<file path="src/bfgw_pkg.sv">
// Package with the shared types and constants of the grayscale range-weighted filter.
`default_nettype none
package bfgw_pkg;

  localparam int unsigned MAX_WIDTH  = 256;
  localparam int unsigned MAX_HEIGHT = 256;
  localparam int unsigned COORD_W    = $clog2(MAX_WIDTH);
  localparam int unsigned ROW_W      = $clog2(MAX_HEIGHT);
  localparam int unsigned ADDR_W     = COORD_W + ROW_W;
  localparam int unsigned PIX_W      = 8;
  localparam int unsigned SIZE_W     = 9;
  localparam int unsigned RAD_W      = 3;
  localparam int unsigned SUM_W      = 16;
  localparam int unsigned CNT_W      = 8;
  localparam int unsigned CFG_IDX_W  = 3;

  localparam logic [SIZE_W-1:0] WIDTH_RST  = 9'd256;
  localparam logic [SIZE_W-1:0] HEIGHT_RST = 9'd256;
  localparam logic [RAD_W-1:0]  RADIUS_RST = 3'd1;
  localparam logic [PIX_W-1:0]  LIMIT_RST  = 8'd15;

  localparam logic OP_LOAD  = 1'b0;
  localparam logic OP_QUERY = 1'b1;

  localparam logic [CFG_IDX_W-1:0] CFG_FRAME_WIDTH  = 3'd0;
  localparam logic [CFG_IDX_W-1:0] CFG_FRAME_HEIGHT = 3'd1;
  localparam logic [CFG_IDX_W-1:0] CFG_RADIUS       = 3'd2;
  localparam logic [CFG_IDX_W-1:0] CFG_LIMIT        = 3'd3;

  typedef enum logic [3:0] {
    ST_IDLE,
    ST_REDUCE,
    ST_WRITE,
    ST_BACK,
    ST_CENTRE,
    ST_SCAN,
    ST_DRAIN,
    ST_DSTART,
    ST_DIV,
    ST_OUT
  } state_t;

  typedef struct packed {
    logic busy;
    logic done;
  } div_sts_t;

endpackage
`default_nettype wire

</file>
<file path="src/bfgw_divider.sv">
// Restoring divider that forms the window mean one quotient bit per cycle.
`default_nettype none
module bfgw_divider (
  input  wire logic                            clk,
  input  wire logic                            rst_n,
  input  wire logic                            start,
  input  wire logic [bfgw_pkg::SUM_W-1:0]      dividend,
  input  wire logic [bfgw_pkg::CNT_W-1:0]      divisor,
  output bfgw_pkg::div_sts_t                   sts,
  output logic      [bfgw_pkg::PIX_W-1:0]      quotient
);

  localparam int unsigned STEP_W = $clog2(bfgw_pkg::SUM_W + 1);

  logic                          busy_r;
  logic                          done_r;
  logic [STEP_W-1:0]             step_r;
  logic [bfgw_pkg::CNT_W:0]      rem_r;
  logic [bfgw_pkg::SUM_W-1:0]    quo_r;
  logic [bfgw_pkg::CNT_W-1:0]    div_r;
  logic [bfgw_pkg::CNT_W:0]      rem_s;
  logic                          fits;

  assign rem_s = {rem_r[bfgw_pkg::CNT_W-1:0], quo_r[bfgw_pkg::SUM_W-1]};
  assign fits  = rem_s >= {1'b0, div_r};

  always_ff @(posedge clk) begin
    if (!rst_n) begin
      busy_r <= 1'b0;
      done_r <= 1'b0;
      step_r <= '0;
    end else begin
      done_r <= 1'b0;
      if (start) begin
        busy_r <= 1'b1;
        step_r <= '0;
      end else if (busy_r) begin
        step_r <= step_r + STEP_W'(1);
        if (step_r == STEP_W'(bfgw_pkg::SUM_W - 1)) begin
          busy_r <= 1'b0;
          done_r <= 1'b1;
        end
      end
    end
  end

  always_ff @(posedge clk) begin
    if (start) begin
      rem_r <= '0;
      quo_r <= dividend;
      div_r <= (divisor == '0) ? bfgw_pkg::CNT_W'(1) : divisor;
    end else if (busy_r) begin
      rem_r <= fits ? (rem_s - {1'b0, div_r}) : rem_s;
      quo_r <= {quo_r[bfgw_pkg::SUM_W-2:0], fits};
    end
  end

  assign sts.busy = busy_r;
  assign sts.done = done_r;
  assign quotient = quo_r[bfgw_pkg::PIX_W-1:0];

endmodule
`default_nettype wire

</file>
<file path="config.mk">
export PLATFORM = sky130hd
export DESIGN_NAME = bfgw_divider
export DESIGN_NICKNAME = d
export VERILOG_FILES = /design/src/bfgw_pkg.sv /design/src/bfgw_divider.sv
export SDC_FILE = /design/constraint.sdc
export NUM_CORES = 1
export LEC_CHECK = 0
export ABC_AREA = 1
export BUFFER_PORTS_ARGS = -buffer_cell sky130_fd_sc_hd__buf_4
export CAP_MARGIN = 0
export CORE_MARGIN = 4
export CORE_UTILIZATION = 40
export DETAILED_ROUTE_END_ITERATION = 12
export GPL_TIMING_DRIVEN = 0
export HOLD_SLACK_MARGIN = 0.1
export PLACE_DENSITY = 0.63
export SETUP_SLACK_MARGIN = 0.05
export SLEW_MARGIN = 20
export SYNTH_ARGS = -nofsm -noshare
export SYNTH_HDL_FRONTEND = slang
export SYNTH_SLANG_ARGS = --single-unit
</file>
<file path="constraint.sdc">
create_clock -name clk -period 1.5 [get_ports clk]
set_input_delay 0.15 -clock clk [delete_from_list [all_inputs] [get_ports clk]]
set_output_delay 0.15 -clock clk [all_outputs]
set_load 0.02 [all_outputs]
</file>
==> flow_summary_export.csv, run 1 <==
group,metric,value,unit
status,outcome,"finished, violations left",
status,failed_checks,"negative setup slack",
cells_and_area,fillers,473,
critical_path,required,1730,ps
floorplanning,start_util,41.8,%
timing,fin_crit_sh,107,%
route,vias,1815,
run,drv_cap,0,
route,routed_via_density,4.58,
grt,first_global_vias,1740,
power_and_ir_drop,p_leak,0.00138,uW
grt,grt-ovfl-total,0,
critical_path,crit_start,"div_r[7]",
power_and_ir_drop,vdd_drop_max,0.675,mV
cells_and_area,antenna_cells,0,
synth,synth_area_per_cell,8.12,sq um
route,drt_iter0_drc,114,
timing,max_clock_freq,622,MHz
synth,synth_fp_nets,306,
grt,grt_pass1_wl,7600,um
clock_tree,cts_buffer_depth,2,
route,wl,4540,um
clock_tree,cts_tree,"done",
synth,ys_seq_area_share,46.9,%
cells_and_area,final_cell_mix,"85 x nand2_1, 55 x buf_4, 24 x edfxtp_1, 21 x inv_1",
route,routedWlPerCell,11.5,um
floorplanning,die_h,81.8,um
synth,yosysTopAreaCell,"edfxtp_1",
critical_path,cp-start-kind,"flip-flop",
clock_tree,cts_buffers,5,
timing,relSlewSlack,72.7,%
worst_hold_path,holdPathStages,2,
floorplanning,io_pins,37,
place,gp_congestion,0.789,
critical_path,path_cells,"inv_2, ha_4, nand2_2, nor2_1, nand2_1, nand2_2, a21oi_4, buf_12, nand2_8, nand2_2, nand3_1, nand2_1",
cells_and_area,multiInputGateArea,1090,sq um
place,dp_hpwl,3320,um
timing,tns,-854,ps
synth,synthDistinctLibCells,33,
clock_tree,path_clk_slew,80,ps
critical_path,r2r_slack,-110,ps
worst_hold_path,hold_class,"input pin to flip-flop",
critical_path,slowest_stage,"edfxtp_1",
cells_and_area,drive_above_1_share,33.7,%
route,drtPass1Iterations,4,
synth,synth.top_cell.area_share,33.1,%
critical_path,cp_slowest_stage_delay,430,ps
critical_path,r2r-end,"rem_r[5]",
grt,antenna_found_initial,0,
timing,hold_viol,0,
floorplanning,rows,26,
critical_path,cpMostUsedCell,"nand2_2",
critical_path,timing.critical_path.arrival,1840,ps
grt,grt_max_degree,14,
place,portBuffers,36,
synth,synthTopCellsByArea,"edfxtp_1 33%, nand2_1 17%, dfxtp_1 14%",
synth,syn_inst,268,
floorplanning,die_area,6680,sq um
route,drc_errors,0,
critical_path,worstPathMaxFanout,8,
critical_path,r2r.worst_path.cells,12,
timing,hold_ws,110,ps
timing,setup_violations,9,
timing,setup_ws,-109,ps
cells_and_area,regArea,1020,sq um
timing,finalMaxSlewViolations,0,
critical_path,end_kind,"flip-flop",
cells_and_area,nNetsFinal,363,
critical_path,r2r-start,"div_r[7]",
critical_path,worst-setup-path-type,"flip-flop to flip-flop",
route,antenna_left,0,
clock_tree,numClockSinks,39,
synth,ys_ff_latch,39,
synth,yosys_warnings,0,
floorplanning,coreArea,5200,sq um
synth,syn-cell-area,2180,sq um
cells_and_area,syn_to_final_growth,35.7,%
power_and_ir_drop,power_density,935,nW/um^2
grt,grt_usage,14.9,%
timing,timing.final.crit_period,1610,ps
worst_hold_path,hp-start,"rst_n",
floorplanning,fp.dieW,81.8,um
timing,rsz0062_at_grt,"true",
timing,fin_skew,5.51,ps
clock_tree,clk_latency,290,ps
timing,worst_pin_slew,410,ps
clock_tree,htreeDepth,2,
cells_and_area,final_common_cell,"nand2_1",
clock_tree,clockRootBuffer,"clkbuf_8",
worst_hold_path,hold_end,"done_r",
==> registers in the layout (all words and copies together) (netlist names) <==
name    cells
busy_r      1
step_r      5
done_r      1
rem_r       8
quo_r      16
div_r       8
==> layer usage <==
metal	routed length [um]	part of all wire, %	vias up	global-route usage (%)
li1	-	-	959	-
met1	2070	46	817	18.3
met2	2200	48	30	25.1
met3	209	4.6	9	3.62
met4	63	1.4	0	5.48
met5	0	0	-	0
==> worst max-delay path by stage <==
| stage | endpoint | slack (ps) | cells after the start |
|---|---|---|---|
| after global routing | rem_r[7] | -240 | 11 |
| after detailed placement | quo_r[9] | -480 | 4 |
| final | rem_r[5] | -110 | 12 |
| after global placement | quo_r[10] | -490 | 4 |
| after CTS | rem_r[4] | -100 | 8 |
| after floorplan | quo_r[0] | 20 | 8 |
==> cell families after synthesis <==
| kind of cell | count (synthesis) | synth area share (%) |
|---|---|---|
| AO/OA/AOI/OAI | 14 | 4.20 |
| adder cells (fa/ha/maj) | 11 | 6.67 |
| buffers and inverters | 53 | 10.9 |
| AND/OR/NAND/NOR | 148 | 30.1 |
| flip-flops | 39 | 46.9 |
| XOR/XNOR | 3 | 1.21 |
==> report_power, final <==
group	internal, uW	leakage [uW]	switching (uW)	total, uW
Sequential	1230	0.000364	44.4	1270
Clock	496	0.0000562	385	881
Combinational	296	0.000957	312	608
==> metrics by stage <==
| stage | power [uW] | instances | worst slack (ps) | utilization (%) | instance area (sq um) |
|---|---|---|---|---|---|
| 2_1_floorplan | 1640 | 268 | 19.9 | - | 2250 |
| 3_3_place_gp | 1800 | 374 | -487 | 50.2 | 2610 |
| 3_5_place_dp | 1810 | 374 | -485 | 50.2 | 2610 |
| 4_1_cts | 2740 | 395 | -98.7 | 55.4 | 2880 |
| 5_1_grt | 2900 | 396 | -243 | 56.7 | 2950 |
| 6_report | 2760 | 396 | -109 | 56.7 | 2950 |
==> cell usage after synthesis (all sizes together) <==
master,n
a211oi,1
a21o,1
a21oi,6
a31oi,2
and3,1
buf,11
clkbuf,9
clkinv,2
dfxtp,15
edfxtp,24
fa,1
ha,10
inv,31
nand2,102
nand3,16
nand3b,6
nand4,2
nor2,13
nor3,5
nor4,2
o21ai,3
o21bai,1
or2,1
xnor2,1
xor2,2
==> final cells by class <==
cell class,count,share of cell area [%]
multi-input combinational,176,36.9
sequential,39,34.6
timing repair buffer,50,13.6
inverter,33,4.32
buffer,20,3.86
tap,70,2.97
clock buffer,5,2.33
clock inverter,3,1.44
==> critical path: cells and delay by family, from the launching register on <==
kind                       cells  cell delay [ps]
and+or+nand+nor                8              520
DFF                            1              430
buffers and inverters          2              240
adders and majority gates      1              200
AOI/OAI and AO/OA              1              170
==> what timing repair did <==
item,in CTS,in global routing
setup endpoints to repair,25,25
hold buffers,0,0
setup buffers,13,1
pin swaps,9,14
gates resized for setup,13,20
No activity file was read; power rests on OpenSTA's default activity.
==> inputs of run 2 (changes only) <==
--- a/config.mk
+++ b/config.mk
@@ -7,7 +7,7 @@
 export LEC_CHECK = 0
 export ABC_AREA = 1
 export BUFFER_PORTS_ARGS = -buffer_cell sky130_fd_sc_hd__buf_4
-export CAP_MARGIN = 0
+export CAP_MARGIN = 20
 export CORE_MARGIN = 4
 export CORE_UTILIZATION = 40
 export DETAILED_ROUTE_END_ITERATION = 12
@@ -19,3 +19,4 @@
 export SYNTH_ARGS = -nofsm -noshare
 export SYNTH_HDL_FRONTEND = slang
 export SYNTH_SLANG_ARGS = --single-unit
+export TNS_END_PERCENT = 10
==> flow_summary_export.csv, run 2 (same netlist as run 1, synthesis figures left out) <==
group,metric,value,unit
clock_tree,htreeDepth,2,
timing,rsz0062_at_grt,"true",
grt,grt_usage,14.9,%
route,routedWlPerCell,11.4,um
grt,first_global_vias,1739,
critical_path,cpMostUsedCell,"nand2_1",
cells_and_area,fillers,483,
critical_path,worst-setup-path-type,"flip-flop to flip-flop",
timing,setup_ws,-108,ps
cells_and_area,largest_register,"quo_r",
critical_path,path_cells,"inv_2, ha_4, nand2_4, nor2_4, nand2_2, buf_4, buf_4, nand4_1, nand2_1, nand2_1, nand3_1, nand2_1",
worst_hold_path,hold_class,"input pin to flip-flop",
route,antenna_left,0,
power_and_ir_drop,power,2740,uW
place,dp_hpwl,3320,um
timing,timing.final.crit_period,1610,ps
critical_path,timing.critical_path.arrival,1840,ps
cells_and_area,syn_to_final_growth,34.6,%
grt,grt_max_degree,14,
place,portBuffers,36,
power_and_ir_drop,p_leak,0.00137,uW
cells_and_area,utilization,56.3,%
clock_tree,path_clk_slew,80,ps
floorplanning,die_h,81.8,um
power_and_ir_drop,power_density,937,nW/um^2
cells_and_area,largest_register_ffs,16,
route,drt_iter0_drc,77,
status,failed_checks,"negative setup slack",
critical_path,worstPathMaxFanout,5,
cells_and_area,reg_top3,"quo_r (16), div_r (8), rem_r (8)",
critical_path,end_kind,"flip-flop",
clock_tree,cts_hold_buffers,0,
critical_path,path_buf_inv,3,
critical_path,r2r_slack,-110,ps
cells_and_area,final_cell_mix,"92 x nand2_1, 55 x buf_4, 24 x edfxtp_1, 21 x inv_1, 15 x dfxtp_1",
place,gp_congestion,0.789,
timing,fin_skew,6.13,ps
critical_path,required,1730,ps
cells_and_area,drive_above_1_share,31.7,%
critical_path,slowest_stage,"edfxtp_1",
timing,fin_crit_sh,107,%
clock_tree,clk_latency,290,ps
timing,finalMaxSlewViolations,0,
timing,max_clock_freq,622,MHz
floorplanning,fp.dieW,81.8,um
clock_tree,clockRootBuffer,"clkbuf_8",
timing,worst_pin_slew,423,ps
clock_tree,numClockSinks,39,
route,wl,4500,um
floorplanning,die_area,6680,sq um
timing,setup_violations,9,
timing,hold_viol,0,
grt,grt-ovfl-total,0,
clock_tree,cts_tree,"done",
cells_and_area,final_common_cell,"nand2_1",
floorplanning,coreArea,5200,sq um
run,drv_cap,0,
critical_path,cp-start-kind,"flip-flop",
route,drc_errors,0,
clock_tree,cts_buffers,5,
cells_and_area,nNetsFinal,362,
critical_path,crit_family,"simple AND/OR/NAND/NOR gates",
grt,grt_pass1_wl,7620,um
power_and_ir_drop,vdd_drop_max,0.673,mV
route,drtPass1Iterations,4,
clock_tree,cts_buffer_depth,2,
cells_and_area,multiInputGateArea,1080,sq um
floorplanning,io_pins,37,
grt,antenna_found_initial,0,
floorplanning,start_util,41.8,%
critical_path,cp_slowest_stage_delay,340,ps
route,routed_via_density,4.59,
cells_and_area,antenna_cells,0,
floorplanning,rows,26,
route,vias,1814,
timing,relSlewSlack,71.7,%
cells_and_area,regArea,1020,sq um
status,outcome,"finished, violations left",
[run 2: cell type report]
| class | instances | share of cell area, % |
|---|---|---|
| clock buffer | 5 | 2.35 |
| clock inverter | 3 | 1.45 |
| tap | 70 | 2.99 |
| timing repair buffer | 49 | 13.4 |
| buffer | 20 | 3.89 |
| multi-input combinational | 176 | 36.7 |
| sequential | 39 | 34.9 |
| inverter | 33 | 4.36 |
[run 2: final timing paths]
check        startpoint        to  cells after the start
max            div_r[4]  rem_r[5]                     12
min          divisor[0]  div_r[0]                      2
max reg2reg    div_r[4]  rem_r[5]                     12
min reg2reg    rem_r[7]  rem_r[7]                      2
[run 2: routing by layer]
metal  GRT usage (%)  routed length, um  up-vias
li1                -                  -      957
met1            18.2               2040      818
met2            25.3               2190       30
met3            3.62                209        9
met4            5.48                 63        0
met5               0                  0        -
[run 2: repair_timing]
| action | 4_1_cts | 5_1_grt |
|---|---|---|
| setup endpoints to repair | 25 | 25 |
| buffers inserted | 13 | 0 |
| resized for setup | 11 | 15 |
| pin swaps | 9 | 1 |
[run 2: power by group]
part	internal [uW]	switching (uW)
combinational	290	305
sequential	1230	44.2
clock	496	381
[run 2: stage by stage]
stage / cells / TNS (ps) / instance area (sq um) / hold slack [ps] / setup slack (ps)
CTS: 395 / -813 / 2870 / 101 / -98.7
finish: 395 / -827 / 2930 / 110 / -108
detailed placement: 374 / -9320 / 2610 / 405 / -485
global placement: 374 / -9280 / 2610 / 405 / -487
floorplan: 268 / 0 / 2250 / 262 / 19.9
global route: 395 / -1900 / 2930 / 103 / -234
==> inputs of run 3 (changes only) <==
--- a/config.mk
+++ b/config.mk
@@ -9,11 +9,11 @@
 export BUFFER_PORTS_ARGS = -buffer_cell sky130_fd_sc_hd__buf_4
 export CAP_MARGIN = 20
 export CORE_MARGIN = 4
-export CORE_UTILIZATION = 40
+export CORE_UTILIZATION = 30
 export DETAILED_ROUTE_END_ITERATION = 12
 export GPL_TIMING_DRIVEN = 0
 export HOLD_SLACK_MARGIN = 0.1
-export PLACE_DENSITY = 0.63
+export PLACE_DENSITY = 0.49
 export SETUP_SLACK_MARGIN = 0.05
 export SLEW_MARGIN = 20
 export SYNTH_ARGS = -nofsm -noshare
==> constraint.sdc (replaced) <==
create_clock -name clk -period 2.1 [get_ports clk]
set_input_delay 0.21 -clock clk [delete_from_list [all_inputs] [get_ports clk]]
set_output_delay 0.21 -clock clk [all_outputs]
set_load 0.02 [all_outputs]
==> flow_summary_export.csv, run 3 (same netlist as run 1, synthesis figures left out) <==
group,metric,value,unit
clock_tree,cts_buffer_depth,2,
clock_tree,post_cts_buffers,0,
critical_path,cp_slowest_stage_delay,380,ps
clock_tree,numClockSinks,39,
cells_and_area,multiInputGateArea,920,sq um
route,antenna_left,0,
cells_and_area,drive_above_1_share,21.5,%
cells_and_area,fillers,745,
status,outcome,"finished clean",
cells_and_area,reg_top3,"quo_r (16), div_r (8), rem_r (8)",
critical_path,required,2340,ps
cells_and_area,final_common_cell,"nand2_1",
power_and_ir_drop,switching_share,26.7,%
grt,grt-ovfl-total,0,
timing,fin_skew,5.43,ps
cells_and_area,utilization,38.9,%
power_and_ir_drop,vdd_drop_max,0.373,mV
timing,rsz0062_at_grt,"false",
floorplanning,fp.dieW,93.2,um
critical_path,worstPathMaxFanout,10,
critical_path,cpMostUsedCell,"nand2_1",
place,gp_congestion,0.799,
cells_and_area,syn_to_final_growth,23.4,%
floorplanning,rows,30,
clock_tree,clockRootBuffer,"clkbuf_8",
floorplanning,coreArea,6910,sq um
place,dp_hpwl,3400,um
critical_path,r2r_slack,330,ps
grt,antenna_found_initial,0,
cells_and_area,final_cell_area,2690,sq um
route,drt_iter0_drc,83,
critical_path,end_kind,"flip-flop",
cells_and_area,largest_register_ffs,16,
floorplanning,io_pins,37,
grt,first_global_vias,1683,
place,portBuffers,36,
critical_path,r2r.worst_path.cells,11,
clock_tree,path_clk_slew,80,ps
route,routed_via_density,4.26,
power_and_ir_drop,p_clk_share,33.3,%
critical_path,cp-start-kind,"flip-flop",
timing,timing.final.crit_period,1770,ps
route,vias,1740,
grt,grt_usage,10.9,%
timing,setup_violations,0,
power_and_ir_drop,p_leak,0.00131,uW
power_and_ir_drop,internal-power,1370,uW
worst_hold_path,hold_class,"input pin to flip-flop",
critical_path,worst-setup-path-type,"flip-flop to flip-flop",
power_and_ir_drop,pwr-share-seq,48.3,%
grt,grt_max_degree,17,
timing,finalMaxSlewViolations,0,
route,wl,4440,um
critical_path,timing.critical_path.arrival,2010,ps
route,routedWlPerCell,10.9,um
power_and_ir_drop,power_density,698,nW/um^2
floorplanning,die_h,93.2,um
cells_and_area,regArea,1020,sq um
worst_hold_path,holdPathStages,2,
critical_path,slowest_stage,"edfxtp_1",
floorplanning,die_area,8680,sq um
timing,hold_ws,165,ps
place,placed_area,2570,sq um
run,drv_cap,0,
timing,hold_viol,0,
clock_tree,cts_buffers,5,
route,drc_errors,0,
power_and_ir_drop,power_frac_comb,18.4,%
timing,setup_ws,331,ps
place,pre_cts_ws,7.37,ps
clock_tree,clk_latency,290,ps
cells_and_area,final_cell_mix,"98 x nand2_1, 46 x buf_4, 28 x inv_1, 24 x edfxtp_1, 15 x dfxtp_1",
timing,max_clock_freq,565,MHz
clock_tree,htreeDepth,2,
cells_and_area,nNetsFinal,349,
timing,tns,0,ps
power_and_ir_drop,p_switching,500,uW
timing,relSlewSlack,58.5,%
cells_and_area,largest_register,"quo_r",
floorplanning,start_util,31.5,%
timing,worst_pin_slew,622,ps
critical_path,path_cells,"inv_1, ha_1, nand2_1, nor2_1, nand2_1, nand2_2, a21oi_4, nand2_4, nand2_1, nand3_1, nand2_1",
cells_and_area,antenna_cells,0,
timing,fin_crit_sh,84.2,%
route,drtPass1Iterations,4,
clock_tree,cts_tree,"done",
grt,grt_pass1_wl,7490,um
-- run 3: changes by cell type in the layout (fill, tap and decap cells not counted), sizes merged --
cell      change
buf          -13
clkinv        -1
clkinvlp      -1
clkbuf        +2
inv           +1
bufinv        -1
-- run 3: final timing paths --
kind	startpoint	endpoint
worst max-delay path	div_r[5]	rem_r[0]
worst min-delay path	divisor[0]	div_r[0]
worst max register to register	div_r[5]	rem_r[0]
worst min register to register	rem_r[6]	rem_r[6]
-- run 3: per-layer routing --
layer / global-route usage, % / part of all wire [%] / vias up
li1: - / - / 933
met1: 14.1 / 47 / 765
met2: 17.1 / 46 / 35
met3: 2.82 / 4.4 / 7
met4: 4.76 / 2.0 / 0
met5: 0 / 0 / -
-- run 3: stage by stage --
stage / std cells / power, uW
2_1_floorplan: 268 / 1150
3_3_place_gp: 400 / 1270
3_5_place_dp: 400 / 1270
4_1_cts: 408 / 1900
5_1_grt: 408 / 1980
6_report: 408 / 1870
-- run 3: area by class of cell --
class	count	area share, %
Timing Repair Buffer	36	10.1
Clock buffer	7	4.01
Buffer	20	4.24
Clock inverter	1	0.326
Tap cell	96	4.47
Sequential cell	39	38.0
Multi-Input combinational cell	176	34.2
Inverter	33	4.61
-- run 3: critical path: cells and delay by family (launching register included) --
family                     cells  cell delay (ps)
DFF                            1              380
AOI/OAI and AO/OA              1              310
adders and majority gates      1              290
and+or+nand+nor                8              650
buffers and inverters          1               80
-- run 3: power groups by stage --
stage / sequential [uW] / combinational [uW] / clock, uW
global route: 911 / 392 / 680
detailed placement: 921 / 350 / 0
finish: 904 / 345 / 624
floorplan: 913 / 235 / 0
global placement: 921 / 349 / 0
CTS: 904 / 351 / 648
-- run 3: what timing repair did --
item | CTS | global route
endpoints found under the setup margin | 0 | 16
hold buffers | 0 | 0
gates resized for setup | 0 | 1
